==> src/rtl/battery_status_aggregator_defines.svh <==
// Assertion macros shared by the battery status aggregator RTL.
`ifndef BATTERY_STATUS_AGGREGATOR_DEFINES_SVH
`define BATTERY_STATUS_AGGREGATOR_DEFINES_SVH

// Same-cycle implication, disabled during reset.
`define BSA_ASSERT_SAME(label, clk, rst, ante, cons) \
   label: assert property (@(posedge clk) disable iff (rst) (ante) |-> (cons)) \
      else $error("battery status aggregator: same-cycle check failed");

// Next-cycle implication, disabled during reset.
`define BSA_ASSERT_NEXT(label, clk, rst, ante, cons) \
   label: assert property (@(posedge clk) disable iff (rst) (ante) |=> (cons)) \
      else $error("battery status aggregator: next-cycle check failed");

`endif

==> src/rtl/bsa_pkg.sv <==
// Types and constants shared by the battery status aggregator modules.
package bsa_pkg;

   // Field widths of one input item and one result item.
   localparam int CELL_W    = 16;
   localparam int ID_W      = 8;
   localparam int CUR_W     = 16;
   localparam int CHG_W     = 8;
   localparam int VOLT_W    = 20;
   localparam int TOTCUR_W  = 20;
   localparam int REQ_DATA_W = 48;
   localparam int RSP_DATA_W = 56;
   localparam int ENTRY_W   = CUR_W + CHG_W;

   // Scan sum width: 256 entries of 16-bit signed values plus headroom.
   localparam int SUM_W = 25;

   localparam logic [CELL_W-1:0] CELL_ABSENT = 16'hFFFF;
   localparam logic [VOLT_W-1:0] VOLT_MAX    = 20'hFFFFF;
   localparam logic [TOTCUR_W-1:0] TOTCUR_POS_SAT = 20'h7FFFF;
   localparam logic [TOTCUR_W-1:0] TOTCUR_NEG_SAT = 20'h80000;
   localparam logic signed [SUM_W-1:0] SUM_CUR_MAX = 25'sd524287;
   localparam logic signed [SUM_W-1:0] SUM_CUR_MIN = -25'sd524288;

   // Controller states.
   typedef enum logic [1:0] {
      ST_RUN,
      ST_SCAN,
      ST_DRAIN,
      ST_FINISH
   } bsa_state_type;

   // Commands from the controller to the datapath.
   typedef struct packed {
      logic take_item;
      logic scan_start;
      logic scan_read;
      logic load_out;
   } bsa_cmd_type;

   // Status from the datapath to the controller.
   typedef struct packed {
      logic scan_end;
   } bsa_status_type;

endpackage

==> src/rtl/battery_status_aggregator.sv <==
// Battery status aggregator top level: report intake, table totals, result channel.
// Cell items are taken one per cycle, except from a closing item until the result load.
// After the closing item the table is scanned one entry per cycle through the RAM
// read port, and the result is loaded once the result register is free.
// No item is taken during the scan; a held result blocks intake only while a load waits.
// Synchronous reset clears the report state, the table valid bits and the handshake.
`include "battery_status_aggregator_defines.svh"

module battery_status_aggregator #(
   parameter int MAX_BATTERIES = 16,
   parameter int MAIN_CELLS    = 10,
   parameter int EXT_CELLS     = 4
) (
   input  logic                             clock,
   input  logic                             reset,
   // Fields from bit 0: cell_mv[15:0], battery_id[23:16], current_ca[39:24],
   // charge code[47:40].
   input  logic [bsa_pkg::REQ_DATA_W-1:0]   req_tdata,
   input  logic                             req_tlast,
   input  logic                             req_tvalid,
   output logic                             req_tready,
   // Fields from bit 0: total_voltage_mv[19:0], voltage_valid[20],
   // total_current_ca[40:21], worst_state[48:41], id_rejected[49], zero fill.
   output logic [bsa_pkg::RSP_DATA_W-1:0]   rsp_tdata,
   output logic                             rsp_tvalid,
   input  logic                             rsp_tready
);

   import bsa_pkg::*;

   bsa_cmd_type    cmd;
   bsa_status_type status;

   bsa_ctrl u_ctrl (
      .clock      (clock),
      .reset      (reset),
      .req_tvalid (req_tvalid),
      .req_tlast  (req_tlast),
      .req_tready (req_tready),
      .rsp_tvalid (rsp_tvalid),
      .rsp_tready (rsp_tready),
      .cmd        (cmd),
      .status     (status)
   );

   bsa_datapath #(
      .MAX_BATTERIES (MAX_BATTERIES),
      .MAIN_CELLS    (MAIN_CELLS),
      .EXT_CELLS     (EXT_CELLS)
   ) u_datapath (
      .clock     (clock),
      .reset     (reset),
      .req_tdata (req_tdata),
      .req_tlast (req_tlast),
      .rsp_tdata (rsp_tdata),
      .cmd       (cmd),
      .status    (status)
   );

   // A closing item starts the scan, which holds off intake.
   `BSA_ASSERT_NEXT(a_last_stops_intake, clock, reset, req_tvalid && req_tready && req_tlast, !req_tready)
   // The result register is loaded only when it is empty or being emptied.
   `BSA_ASSERT_SAME(a_load_when_free, clock, reset, cmd.load_out, !rsp_tvalid || rsp_tready)
   // Table reads never overlap item intake.
   `BSA_ASSERT_SAME(a_scan_no_intake, clock, reset, cmd.scan_read, !req_tready)

endmodule

==> src/rtl/bsa_ram.sv <==
// Generic single-write, single-read RAM with registered read data.
module bsa_ram #(
   parameter int WIDTH = 24,
   parameter int DEPTH = 16
) (
   input  logic                                        clock,
   input  logic                                        wr_en,
   input  logic [((DEPTH > 1) ? $clog2(DEPTH) : 1)-1:0] wr_addr,
   input  logic [WIDTH-1:0]                            wr_data,
   input  logic                                        rd_en,
   input  logic [((DEPTH > 1) ? $clog2(DEPTH) : 1)-1:0] rd_addr,
   output logic [WIDTH-1:0]                            rd_data
);

   logic [WIDTH-1:0] mem_ff [DEPTH];
   logic [WIDTH-1:0] rd_data_ff;

   // Write port.
   always_ff @(posedge clock) begin
      if (wr_en) begin
         mem_ff[wr_addr] <= wr_data;
      end
   end

   // Registered read port.
   always_ff @(posedge clock) begin
      if (rd_en) begin
         rd_data_ff <= mem_ff[rd_addr];
      end
   end

   assign rd_data = rd_data_ff;

endmodule

==> src/rtl/bsa_ctrl.sv <==
// Controller state machine: item intake, table scan sequencing, result load.
module bsa_ctrl (
   input  logic                    clock,
   input  logic                    reset,
   input  logic                    req_tvalid,
   input  logic                    req_tlast,
   output logic                    req_tready,
   output logic                    rsp_tvalid,
   input  logic                    rsp_tready,
   output bsa_pkg::bsa_cmd_type    cmd,
   input  bsa_pkg::bsa_status_type status
);

   import bsa_pkg::*;

   bsa_state_type state_ff, state_in;
   logic          rsp_valid_ff, rsp_valid_in;

   // State and result-valid registers.
   always_ff @(posedge clock) begin
      if (reset) begin
         state_ff     <= ST_RUN;
         rsp_valid_ff <= 1'b0;
      end else begin
         state_ff     <= state_in;
         rsp_valid_ff <= rsp_valid_in;
      end
   end

   // Next state and commands.
   always_comb begin
      state_in       = state_ff;
      cmd.take_item  = 1'b0;
      cmd.scan_start = 1'b0;
      cmd.scan_read  = 1'b0;
      cmd.load_out   = 1'b0;
      req_tready     = 1'b0;
      case (state_ff)
         ST_RUN: begin
            req_tready = 1'b1;
            if (req_tvalid) begin
               cmd.take_item = 1'b1;
               if (req_tlast) begin
                  cmd.scan_start = 1'b1;
                  state_in       = ST_SCAN;
               end
            end
         end
         ST_SCAN: begin
            cmd.scan_read = 1'b1;
            if (status.scan_end) begin
               state_in = ST_DRAIN;
            end
         end
         ST_DRAIN: begin
            // The last table read lands in the accumulators here.
            state_in = ST_FINISH;
         end
         ST_FINISH: begin
            if (!rsp_valid_ff || rsp_tready) begin
               cmd.load_out = 1'b1;
               state_in     = ST_RUN;
            end
         end
         default: begin
            state_in = ST_RUN;
         end
      endcase

      // The result register fills on load and empties when the item is taken.
      if (cmd.load_out) begin
         rsp_valid_in = 1'b1;
      end else if (rsp_tready) begin
         rsp_valid_in = 1'b0;
      end else begin
         rsp_valid_in = rsp_valid_ff;
      end
   end

   assign rsp_tvalid = rsp_valid_ff;

endmodule

==> src/rtl/bsa_datapath.sv <==
// Datapath: cell voltage runs, battery table, table scan and result register.
module bsa_datapath #(
   parameter int MAX_BATTERIES = 16,
   parameter int MAIN_CELLS    = 10,
   parameter int EXT_CELLS     = 4
) (
   input  logic                                 clock,
   input  logic                                 reset,
   input  logic [bsa_pkg::REQ_DATA_W-1:0]       req_tdata,
   input  logic                                 req_tlast,
   output logic [bsa_pkg::RSP_DATA_W-1:0]       rsp_tdata,
   input  bsa_pkg::bsa_cmd_type                 cmd,
   output bsa_pkg::bsa_status_type              status
);

   import bsa_pkg::*;

   localparam int TOTAL_CELLS = MAIN_CELLS + EXT_CELLS;
   localparam int POS_W = $clog2(TOTAL_CELLS + 1);
   localparam int IDX_W = (MAX_BATTERIES > 1) ? $clog2(MAX_BATTERIES) : 1;
   localparam logic [POS_W-1:0] MAIN_POS  = POS_W'(MAIN_CELLS);
   localparam logic [POS_W-1:0] TOTAL_POS = POS_W'(TOTAL_CELLS);
   localparam logic [IDX_W-1:0] LAST_IDX  = IDX_W'(MAX_BATTERIES - 1);
   localparam logic [ID_W:0]    ID_LIMIT  = (ID_W + 1)'(MAX_BATTERIES);

   // Input item fields.
   logic [CELL_W-1:0] cell_mv;
   logic [ID_W-1:0]   battery_id;
   logic [CUR_W-1:0]  current_ca;
   logic [CHG_W-1:0]  chg_code;

   assign cell_mv    = req_tdata[15:0];
   assign battery_id = req_tdata[23:16];
   assign current_ca = req_tdata[39:24];
   assign chg_code   = req_tdata[47:40];

   // Report state.
   logic [VOLT_W-1:0] acc_ff, acc_in;
   logic [POS_W-1:0]  pos_ff, pos_in;
   logic              main_end_ff, main_end_in;
   logic              ext_end_ff, ext_end_in;
   logic              first_ff, first_in;
   logic              absent;
   logic [VOLT_W:0]   acc_sum;
   logic [VOLT_W-1:0] acc_sat;
   logic              rejected;

   // Values held from the closing item until the result is loaded.
   logic [VOLT_W-1:0] volt_hold_ff;
   logic              vvalid_hold_ff;
   logic              rej_hold_ff;

   // Table and scan.
   logic [MAX_BATTERIES-1:0]  valid_ff;
   logic [IDX_W-1:0]          idx_ff;
   logic                      rd_pend_ff;
   logic                      rd_valid_ff;
   logic [ENTRY_W-1:0]        rd_data;
   logic signed [CUR_W-1:0]   rd_cur;
   logic [CHG_W-1:0]          rd_chg;
   logic signed [SUM_W-1:0]   sum_ff;
   logic [CHG_W-1:0]          worst_ff;
   logic [TOTCUR_W-1:0]       sum_sat;
   logic                      wr_en;
   logic [RSP_DATA_W-1:0]     rsp_data_ff;

   // Fold one cell into the leading runs of main and extended cells.
   always_comb begin
      absent      = (cell_mv == CELL_ABSENT);
      acc_sum     = {1'b0, acc_ff} + (VOLT_W + 1)'(cell_mv);
      acc_sat     = acc_sum[VOLT_W] ? VOLT_MAX : acc_sum[VOLT_W-1:0];
      acc_in      = acc_ff;
      pos_in      = pos_ff;
      main_end_in = main_end_ff;
      ext_end_in  = ext_end_ff;
      first_in    = first_ff;
      if (pos_ff < MAIN_POS) begin
         if (pos_ff == '0) begin
            first_in = !absent;
         end
         if (absent) begin
            main_end_in = 1'b1;
         end else if (!main_end_ff) begin
            acc_in = acc_sat;
         end
      end else if (pos_ff < TOTAL_POS) begin
         if (absent) begin
            ext_end_in = 1'b1;
         end else if (!ext_end_ff) begin
            acc_in = acc_sat;
         end
      end
      if (pos_ff < TOTAL_POS) begin
         pos_in = pos_ff + 1'b1;
      end
      rejected = ({1'b0, battery_id} >= ID_LIMIT);
   end

   // Report state registers; a closing item clears them for the next report.
   always_ff @(posedge clock) begin
      if (reset) begin
         acc_ff      <= '0;
         pos_ff      <= '0;
         main_end_ff <= 1'b0;
         ext_end_ff  <= 1'b0;
         first_ff    <= 1'b0;
      end else if (cmd.take_item) begin
         if (req_tlast) begin
            acc_ff      <= '0;
            pos_ff      <= '0;
            main_end_ff <= 1'b0;
            ext_end_ff  <= 1'b0;
            first_ff    <= 1'b0;
         end else begin
            acc_ff      <= acc_in;
            pos_ff      <= pos_in;
            main_end_ff <= main_end_in;
            ext_end_ff  <= ext_end_in;
            first_ff    <= first_in;
         end
      end
   end

   // Capture the voltage and id verdict of the closing item.
   always_ff @(posedge clock) begin
      if (cmd.scan_start) begin
         volt_hold_ff   <= first_in ? acc_in : '0;
         vvalid_hold_ff <= first_in;
         rej_hold_ff    <= rejected;
      end
   end

   // Table write on an accepted id; valid bits stand for the cleared state.
   assign wr_en = cmd.scan_start && !rejected;

   always_ff @(posedge clock) begin
      if (reset) begin
         valid_ff <= '0;
      end else if (wr_en) begin
         valid_ff[battery_id[IDX_W-1:0]] <= 1'b1;
      end
   end

   bsa_ram #(
      .WIDTH (ENTRY_W),
      .DEPTH (MAX_BATTERIES)
   ) u_table (
      .clock   (clock),
      .wr_en   (wr_en),
      .wr_addr (battery_id[IDX_W-1:0]),
      .wr_data ({chg_code, current_ca}),
      .rd_en   (cmd.scan_read),
      .rd_addr (idx_ff),
      .rd_data (rd_data)
   );

   // Scan address and read tracking.
   always_ff @(posedge clock) begin
      if (reset) begin
         idx_ff     <= '0;
         rd_pend_ff <= 1'b0;
      end else begin
         rd_pend_ff <= cmd.scan_read;
         if (cmd.scan_start) begin
            idx_ff <= '0;
         end else if (cmd.scan_read) begin
            idx_ff <= idx_ff + 1'b1;
         end
      end
   end

   always_ff @(posedge clock) begin
      if (cmd.scan_read) begin
         rd_valid_ff <= valid_ff[idx_ff];
      end
   end

   assign status.scan_end = (idx_ff == LAST_IDX);
   assign rd_cur = signed'(rd_data[CUR_W-1:0]);
   assign rd_chg = rd_data[ENTRY_W-1:CUR_W];

   // Sum of currents and largest charge state, one entry a cycle.
   always_ff @(posedge clock) begin
      if (cmd.scan_start) begin
         sum_ff   <= '0;
         worst_ff <= '0;
      end else if (rd_pend_ff && rd_valid_ff) begin
         sum_ff <= sum_ff + SUM_W'(rd_cur);
         if (rd_chg > worst_ff) begin
            worst_ff <= rd_chg;
         end
      end
   end

   // Saturate the current sum to the result range.
   always_comb begin
      if (sum_ff > SUM_CUR_MAX) begin
         sum_sat = TOTCUR_POS_SAT;
      end else if (sum_ff < SUM_CUR_MIN) begin
         sum_sat = TOTCUR_NEG_SAT;
      end else begin
         sum_sat = sum_ff[TOTCUR_W-1:0];
      end
   end

   // Result register.
   always_ff @(posedge clock) begin
      if (cmd.load_out) begin
         rsp_data_ff <= {6'b0, rej_hold_ff, worst_ff, sum_sat, vvalid_hold_ff, volt_hold_ff};
      end
   end

   assign rsp_tdata = rsp_data_ff;

endmodule
==> config.mk <==
export PLATFORM = sky130hd
export DESIGN_NAME = battery_status_aggregator
export DESIGN_NICKNAME = d
export VERILOG_FILES = /design/src/rtl/bsa_pkg.sv /design/src/rtl/battery_status_aggregator.sv /design/src/rtl/bsa_ram.sv /design/src/rtl/bsa_ctrl.sv /design/src/rtl/bsa_datapath.sv
export VERILOG_INCLUDE_DIRS = /design/src /design/src/rtl
export SDC_FILE = /design/constraint.sdc
export NUM_CORES = 1
export LEC_CHECK = 0
export ABC_AREA = 1
export CELL_PAD_IN_SITES_DETAIL_PLACEMENT = 1
export CELL_PAD_IN_SITES_GLOBAL_PLACEMENT = 1
export CORE_UTILIZATION = 40
export CTS_CLUSTER_DIAMETER = 40
export DETAILED_ROUTE_END_ITERATION = 8
export DONT_BUFFER_PORTS = 1
export PLACE_DENSITY_LB_ADDON = 0.12
export SYNTH_ARGS = -nofsm -noshare
export SYNTH_HDL_FRONTEND = slang
export SYNTH_SLANG_ARGS = --single-unit
==> constraint.sdc <==
create_clock -name clock -period 4 [get_ports clock]
set_clock_uncertainty 0.15 [all_clocks]
set_input_delay 0 -clock clock [delete_from_list [all_inputs] [get_ports clock]]
set_output_delay 0 -clock clock [all_outputs]
set_load 0.01 [all_outputs]
Word level (Yosys, flattened, before mapping)
Memories as Yosys holds them, arrays and structs flattened. A register that Yosys moved wholly into a read port is not among the register bits.
Index checks and enable logic that the tools add are counted.
{ "word_totals": {"ff_bits": 157, "ramBits": 384, "in_bits": 53, "output_inout_bits": 58, "wordCells": 102, "memories": 1} }
{ "mem_list": {"columns": ["memory", "words", "width", "read_ports", "rd_clocked_by_memory_dff", "wr", "line_no", "rtl"], "rows": [
  ["u_datapath.u_table.mem_ff", 16, 24, 1, 1, 1, "bsa_ram.sv:15", "logic [WIDTH-1:0] mem_ff [DEPTH];"]
]} }
{ "op_classes": {"addsub": 4, "magnitude_cmp": 9, "n_eq_ne": 10, "muxes": 40, "bitwise": 1, "n_reduce_logical": 19} }
{ "op_table": {"columns": ["operator", "n"], "rows": [
  ["20-bit two-way mux", 9],
  ["25-bit by 16-bit adder with 25-bit output", 1],
  ["25-bit by 20-bit greater-than comparator with 1-bit output (second input constant)", 1],
  ["25-bit by 20-bit less-than comparator with 1-bit output (second input constant)", 1],
  ["20-bit by 16-bit adder with 21-bit output", 1],
  ["1-bit two-way mux", 20],
  ["16-bit == test (second input constant)", 1],
  ["16-bit bitwise OR", 1],
  ["2-bit two-way mux", 6],
  ["4-bit by 5-bit less-than comparator with 1-bit output (second input constant)", 2],
  ["4-bit by 1-bit adder with 4-bit output (second input constant)", 2],
  ["8-bit by 5-bit >= comparator with 1-bit output (second input constant)", 1],
  ["8-bit greater-than comparator", 1],
  ["4-bit less-than comparator (second input constant)", 2],
  ["4-bit two-way mux", 2],
  ["2-bit inequality test (second input constant)", 4],
  ["2-bit one-hot mux with 4 select lines", 1],
  ["4-bit AND reduction", 2],
  ["2-bit nonzero test", 4],
  ["1-bit binary-select mux with 4-bit select", 1],
  ["1-bit demux with 4-bit select", 1],
  ["2-bit == test (second input constant)", 2],
  ["4-bit == test (second input constant)", 1],
  ["4-bit by 1-bit >= comparator with 1-bit output (second input constant)", 1],
  ["other kinds (10)", 15]
]} }

Logic depth before layout (Yosys ltp)
Gate-level depths: netlist (run 1).
{ "logic_depth": {"ltp_word": 7, "ltp_mapped": 17} }

Modules after synthesis
A second synthesis (run 1) with hierarchy kept.
{ "unflattened": {"cells_unflattened": 2769, "hier_area_um2": 26371.5} }
{ "modules_own_cells": {"columns": ["mod", "instances", "cells_each", "area_each_um2"], "rows": [
  ["bsa_ram", 1, 1599, 17184.0],
  ["bsa_datapath", 1, 1132, 8907.3],
  ["bsa_ctrl", 1, 38, 280.3]
]} }

Worst setup path after synthesis (run 1)
OpenSTA, ideal clock, no wires.
{ "synth_path": {"path_kind": "flip-flop to flip-flop", "start": "register u_ctrl.state_ff[0]", "end": "memory u_datapath.u_table.mem_ff[0][0] (enable)", "arrival_time_ns": 3.532, "required_time_ns": 3.444, "setup_slack_ns": -0.089, "stages_incl_launch_ff": 9, "n_path_buf": 0, "path_cell_list": "dfxtp_1 inv_1 ha_1 inv_1 nor2_1 inv_1 nor2_1 nand3_1 nor2_1"} }
{ "synth_lines": {"columns": ["item", "line_no", "rtl"], "rows": [
  ["start, declared", "bsa_ctrl.sv:16", "bsa_state_type state_ff, state_in;"],
  ["start signal, assigned", "bsa_ctrl.sv:25", "state_ff <= state_in;"],
  ["end, declared", "bsa_ram.sv:15", null]
]} }

Worst setup path after layout (run 1)
{ "layout_path": {"start": "input port req_tdata[11] (netlist bit)", "end": "register u_datapath.acc_ff[6]"} }
{ "layout_between": {"elab_chain_len": 7, "elab_cells_between_ends": 10, "classes_between": "add/sub: 1; eq/ne: 1; mux: 8"} }
{ "layout_lines": {"columns": ["item", "line_no", "rtl"], "rows": [
  ["start, declared", "battery_status_aggregator.sv:18", "input logic [bsa_pkg::REQ_DATA_W-1:0] req_tdata,"],
  ["20-bit by 16-bit adder with 21-bit output", "bsa_datapath.sv:70", "acc_sum = {1'b0, acc_ff} + (VOLT_W + 1)'(cell_mv);"],
  ["20-bit two-way mux", "bsa_datapath.sv:71", "acc_sat = acc_sum[VOLT_W] ? VOLT_MAX : acc_sum[VOLT_W-1:0];"],
  ["20-bit two-way mux", "bsa_datapath.sv:89", "end else if (!ext_end_ff) begin"],
  ["20-bit two-way mux", "bsa_datapath.sv:87", "if (absent) begin"],
  ["20-bit two-way mux", "bsa_datapath.sv:86", "end else if (pos_ff < TOTAL_POS) begin"],
  ["20-bit two-way mux *", "bsa_datapath.sv:77", "if (pos_ff < MAIN_POS) begin"],
  ["20-bit two-way mux *", "bsa_datapath.sv:108", "if (req_tlast) begin"],
  ["end signal, assigned", "bsa_datapath.sv:115", "acc_ff <= acc_in;"],
  ["end, declared", "bsa_datapath.sv:38", "logic [VOLT_W-1:0] acc_ff, acc_in;"]
]} }
Every way passes the cells marked *; elsewhere a longest branch is shown, timed or not.
A chain may end at the register's enable or synchronous reset.

==> results of run 1 <==
## where the power goes
group / internal (µW) / switching (µW)
registers: 7010 / 349
logic: 1400 / 3040
clock network: 5110 / 2990
## stage by stage
| step | setup slack [ns] | TNS [ns] | total power, µW | util, % | area [µm²] |
|---|---|---|---|---|---|
| after global placement | 1.18 | 0 | 11700 | 42.1 | 26000 |
| after floorplan | -0.0885 | -25.50 | 10400 | - | 24900 |
| after global routing | 0.282 | 0 | 20900 | 48.4 | 29800 |
| after CTS | 0.587 | 0 | 20100 | 48.4 | 29800 |
| after detailed placement | 1.02 | 0 | 11800 | 42.1 | 26000 |
| final | 0.570 | 0 | 19900 | 48.4 | 29800 |
## final timing paths
kind / from / endpoint / slack [ns] / depth (start not counted)
max: req_tdata[11] / u_datapath.acc_ff[6] / 0.57 / 14
min: req_tdata[9] / u_datapath.acc_ff[9] / 0.03 / 10
max reg2reg: u_ctrl.state_ff[0] / u_datapath.u_table.mem_ff[1][2] / 0.68 / 10
min reg2reg: u_datapath.volt_hold_ff[13] / u_datapath.rsp_tdata[13] / 0.26 / 0
## logic make-up after synthesis
logic type | synth area share, %
compound gates | 12.7
buf+inv | 5.02
xor+xnor | 0.809
simple gates | 13.7
fa+ha+maj | 2.93
flops | 64.8
other cells | 0.0151
## cell type report
cell class | instances | area [µm²]
flip-flops and latches | 565 | 16100
clock buffers | 118 | 2590
clock inverters | 62 | 659
well taps | 837 | 1050
multi-input cells | 1473 | 7680
repair buffers | 94 | 928
fillers | 6590 | 31800
inverters | 201 | 757
## worst max-delay path, stage by stage
cell	delay, ns
dlygate4sd3_1	0.58
nand2_1	0.10
inv_1	0.04
nand4_1	0.09
dlygate4sd3_1	0.60
nor2_2	0.10
nor2_1	0.68
inv_2	0.49
a21oi_1	0.24
o21ai_1	0.11
nand2_1	0.09
nand2_1	0.06
a21oi_2	0.11
dlygate4sd3_1	0.54
## routing by layer
layer / up-vias / wire, µm / share of wire [%] / GRT usage [%]
li1: 8468 / - / - / -
met1: 8943 / 32000 / 44 / 29.9
met2: 348 / 35600 / 49 / 39.7
met3: 123 / 2730 / 3.8 / 4.00
met4: 0 / 2160 / 3.0 / 8.28
met5: - / 0 / 0 / 0
## cells in the final DEF, fill, tap and decap left out, types with 44 or more instances in the layout
| master | Yosys | final |
|---|---|---|
| dlygate4sd3_1 | 0 | 56 |
| o22ai_1 | 57 | 57 |
| inv_1 | 197 | 195 |
| nor2_1 | 315 | 297 |
| o21ai_0 | 255 | 254 |
| dfxtp_1 | 84 | 81 |
| a21oi_1 | 138 | 137 |
| ha_1 | 55 | 55 |
| edfxtp_1 | 481 | 481 |
| o221ai_1 | 44 | 44 |
| nand3_1 | 100 | 100 |
| clkbuf_16 | 0 | 98 |
| nand2_1 | 362 | 362 |
## registers in the layout, summed over array words and instances, names as in the netlist, 2 cells and up
register / flops
u_datapath.rsp_tdata: 50
u_datapath.pos_ff: 4
u_datapath.acc_ff: 20
u_datapath.worst_ff: 8
u_datapath.sum_ff: 25
u_datapath.u_table.rd_data: 24
u_datapath.valid_ff: 16
u_datapath.u_table.mem_ff: 384
u_datapath.volt_hold_ff: 20
u_ctrl.state_ff: 2
u_datapath.idx_ff: 4
## repair_timing
item,4_1_cts,5_1_grt
hold endpoints to repair,641,0
gates resized for setup,0,0
hold buffers,57,0
buffers inserted,0,0
==> results.sh, run 1 <==
export IMPL_outcome="finished, final reports clean"
export IMPL_first_global_vias=19196
export IMPL_grt_overflow_total=0
export IMPL_stdcell_count=3350
export IMPL_worst_slew_pin_slew_ns=1.11
export IMPL_dp_hpwl_um=45000
export IMPL_gp_congestion=0.823
export IMPL_hold_violations=0
export IMPL_placed_cells=3113
export IMPL_ys_top_cells_by_area="edfxtp_1 (58%), dfxtp_1 (6.8%), nand2_1 (5.5%), o21ai_0 (5.1%), nor2_1 (4.7%)"
export IMPL_cts_sinks=565
export IMPL_ant_nets=0
export IMPL_cts_tree="done"
export IMPL_start_util_pct=40.4
export IMPL_portBuffers=0
export IMPL_fin_crit_sh_pct=85.7
export IMPL_rsz0062_at_grt="no"
export IMPL_die_area_um2=63200
export IMPL_fp_dieH_um=251
export IMPL_cts_max_path_buffers=3
export IMPL_worstSkewPairLatency_ns=0.65
export IMPL_setup_violations_final=0
export IMPL_critPathRequiredTime_ns=4.42
export IMPL_relSlewSlack_pct=25.5
export IMPL_rows=91
export IMPL_synth_top_area_share_pct=58.0
export IMPL_hold_slack_ns=0.0271
export IMPL_crit_path_end_kind="register"
export IMPL_area_delta_synth_final_pct=19.7
export IMPL_fmax_mhz=292
export IMPL_start_kind="input port"
export IMPL_crit_type="input port to register"
export IMPL_synth_area_um2=24900
export IMPL_synth_ff_type="edfxtp_1"
export IMPL_vias_per_cell=5.34
export IMPL_routed_wl_um=72600
export IMPL_grt_pass1_wl_um=113000
export IMPL_grt_max_degree=157
export IMPL_synth_area_leader_cell="edfxtp_1"
export IMPL_die_w_um=251
export IMPL_p_leak_uw=0.0111
export IMPL_coreArea_um2=61600
export IMPL_antenna_found_initial=0
export IMPL_htreeDepth=3
export IMPL_clk_pin_slew_ns=0.05
export IMPL_drc=0
export IMPL_period_minus_slack_ns=3.43
export IMPL_async_flop_share_pct=0
export IMPL_yosys_top_cells_count="edfxtp_1 (481), nand2_1 (362), nor2_1 (315)"
export IMPL_vias=17882
export IMPL_ys_ff_latch=565
export IMPL_ys_types=45
export IMPL_fin_nets=2541
export IMPL_synth_cells=2352
export IMPL_yosysMostFrequentCell="edfxtp_1"
export IMPL_dr_pass1_iters=5
export IMPL_ioPinCount=111
export IMPL_hold_class="input port to register"
export IMPL_yosysSeqAreaShare_pct=64.8
export IMPL_cp_data_arrival_time_ns=3.85
export IMPL_yosys_warnings=0
export IMPL_grt_util_all_layers_pct=23.3
export IMPL_drt_initial_drc_count=1019
export IMPL_path_max_fanout=30
export IMPL_ir_drop_uv=384
export IMPL_powerDensity_nw_per_um2=668
export IMPL_slew_viol_final=0
export IMPL_avgRoutedWirePerCell_um=21.7
export IMPL_cts_buffers=96
export IMPL_cts_root_buf="clkbuf_16"
export IMPL_drive_gt1_share_pct=9.55
export IMPL_diodes=0
export IMPL_synth_edf_count=481
export IMPL_synth_avg_cell_area_um2=10.6
export IMPL_drv_cap=0
Note: power is estimated with default switching activity, not from simulation.
==> inputs of run 2 (changes only) <==
CELL_PAD_IN_SITES_DETAIL_PLACEMENT = default   (was 1)
CELL_PAD_IN_SITES_GLOBAL_PLACEMENT = default   (was 1)
CORE_MARGIN = 2   (was default)
CTS_BUF_LIST = sky130_fd_sc_hd__clkbuf_4 sky130_fd_sc_hd__clkbuf_8   (was default)
==> run 2 against run 1 <==
Net effect: cell area is 3.3% lower; combinational power is 2% lower; worst setup slack got worse by 0.27 ns; non-clock buffer count up 11; sequential power decreased by 0.5%; wire length decreased by 10%; count of clock-buffer cells in the layout grew 20; via count fell by 1.4%; largest power group is now registers; cell count rose by 0.69%; die area up 1.6%; highest routed layer is now met5; global-route usage decreased by 2.9 points.
==> results.sh, run 2 (same netlist as run 1, synthesis figures left out) <==
export IMPL_start_util_pct=40.4
export IMPL_hold_class="input port to register"
export IMPL_dpl_cell_area_um2=25900
export IMPL_vias=17626
export IMPL_gp_congestion=0.868
export IMPL_path_max_fanout=6
export IMPL_routed_wl_um=65000
export IMPL_die_w_um=253
export IMPL_portBuffers=0
export IMPL_hold_violations=0
export IMPL_hold_slack_ns=0.117
export IMPL_first_global_vias=17413
export IMPL_pwr_share_comb_pct=25.1
export IMPL_fin_setup_tns_ns=0
export IMPL_drive_gt1_share_pct=10.1
export IMPL_setup_violations_final=0
export IMPL_drc=0
export IMPL_grt_max_degree=135
export IMPL_cts_tree="done"
export IMPL_fin_crit_sh_pct=92.5
export IMPL_dr_pass1_iters=5
export IMPL_cts_root_buf="clkbuf_8"
export IMPL_grt_pass1_wl_um=100000
export IMPL_slew_viol_final=0
export IMPL_clkPwrFrac_pct=32.7
export IMPL_cts_sinks=565
export IMPL_drt_initial_drc_count=1324
export IMPL_crit_type="register to register"
export IMPL_dp_hpwl_um=40800
export IMPL_max_stage_delay_ns=0.78
export IMPL_worst_slew_pin_slew_ns=1.15
export IMPL_critPathRequiredTime_ns=4.20
export IMPL_final_common_cell="edfxtp_1"
export IMPL_p_leak_uw=0.0107
export IMPL_power_share_switching_pct=32.9
export IMPL_powerDensity_nw_per_um2=602
export IMPL_rows=91
export IMPL_cts_max_path_buffers=3
export IMPL_drv_cap=0
export IMPL_avgRoutedWirePerCell_um=19.3
export IMPL_ioPinCount=111
export IMPL_largest_register_ffs=384
export IMPL_layout_common_cells="edfxtp_1 (481), nand2_1 (362), nor2_1 (297)"
export IMPL_antenna_found_initial=7
export IMPL_start_kind="register"
export IMPL_critPathTopFamily="buffers and inverters"
export IMPL_cp_cell_sequence="inv_1, ha_1, inv_1, nor2_2, inv_1, nor2_1, nand3_1, dlygate4sd3_1, nor2_4, dlygate4sd3_1"
export IMPL_ant_nets=0
export IMPL_largest_register="u_datapath.u_table.mem_ff"
export IMPL_cpMaxStageDelayCell="dlygate4sd3_1"
export IMPL_area_delta_synth_final_pct=15.7
export IMPL_htreeDepth=3
export IMPL_fin_nets=2557
export IMPL_pwr_share_seq_pct=42.2
export IMPL_grt_util_all_layers_pct=20.4
export IMPL_switching_power_uw=5700
export IMPL_fmax_mhz=270
export IMPL_rsz0062_at_grt="no"
export IMPL_coreArea_um2=61600
export IMPL_fin_area_um2=28800
export IMPL_die_area_um2=64200
export IMPL_crit_top_cell="inv_1"
export IMPL_cp_data_arrival_time_ns=3.91
export IMPL_power_uw=17300
export IMPL_vias_per_cell=5.23
export IMPL_relSlewSlack_pct=23.3
export IMPL_cts_buffers=101
export IMPL_clk_pin_slew_ns=0.06
export IMPL_fin_ws_ns=0.299
export IMPL_outcome="finished, final reports clean"
export IMPL_post_place_ws_ns=0.816
export IMPL_crit_path_end_kind="register"
export IMPL_period_minus_slack_ns=3.70
export IMPL_ir_drop_uv=299
export IMPL_p_int_uw=11600
export IMPL_fp_dieH_um=253
export IMPL_grt_overflow_total=0
export IMPL_worstSkewPairLatency_ns=0.71
export IMPL_path_buf_inv=5
run 2: metrics by stage:
| stage | std cells | util, % |
|---|---|---|
| after floorplan | 2357 | - |
| after global routing | 3370 | 46.7 |
| after CTS | 3369 | 46.7 |
| after global placement | 3114 | 42.1 |
| after detailed placement | 3114 | 42.1 |
| final | 3373 | 46.8 |
run 2: path summary, 6_finish.rpt:
kind | from | to | slack [ns] | cells past startpoint
worst max-delay path | u_ctrl.state_ff[0] | u_datapath.u_table.mem_ff[9][11] | 0.30 | 10
worst min-delay path | req_tdata[1] | u_datapath.acc_ff[17] | 0.12 | 14
worst max register to register | u_ctrl.state_ff[0] | u_datapath.u_table.mem_ff[9][11] | 0.30 | 10
worst min register to register | u_datapath.volt_hold_ff[6] | u_datapath.rsp_tdata[6] | 0.26 | 0
run 2: power groups by stage:
stage / Sequential [µW] / Clock [µW] / Combinational [µW]
6_report: 7320 / 5670 / 4360
5_1_grt: 7370 / 6060 / 4980
4_1_cts: 7320 / 5820 / 4400
3_5_place_dp: 7450 / 0 / 4230
3_3_place_gp: 7440 / 0 / 4200
2_1_floorplan: 7310 / 0 / 3120
run 2: final cells by class:
class / instances / area, µm²
fillers: 5679 / 32800
flip-flops and latches: 565 / 16100
multi-input cells: 1473 / 7680
clock buffers: 138 / 1700
well taps: 837 / 1050
repair buffers: 105 / 1010
inverters: 201 / 757
clock inverters: 50 / 464
diodes: 4 / 10.0
run 2: routing by layer:
metal | wire (µm) | track usage, % | vias up
met5 | 67 | 0 | -
met4 | 1760 | 6.88 | 10
met3 | 3720 | 4.69 | 135
met2 | 29500 | 32.4 | 471
met1 | 29900 | 27.6 | 8517
li1 | - | - | 8493
run 2: timing repair:
| item | CTS | global route |
|---|---|---|
| setup buffers | 0 | 0 |
| hold endpoints to repair | 882 | 0 |
| hold buffers | 67 | 0 |
| endpoints found under the setup margin | 0 | 0 |
| gates resized for setup | 0 | 0 |
run 2: worst reg2reg max path: stages (launching register included):
cell and delay [ns]:
dfxtp_1 0.33, inv_1 0.11, ha_1 0.41, inv_1 0.10, nor2_2 0.13, inv_1 0.12, nor2_1 0.21, nand3_1 0.17
dlygate4sd3_1 0.72, nor2_4 0.12, dlygate4sd3_1 0.78
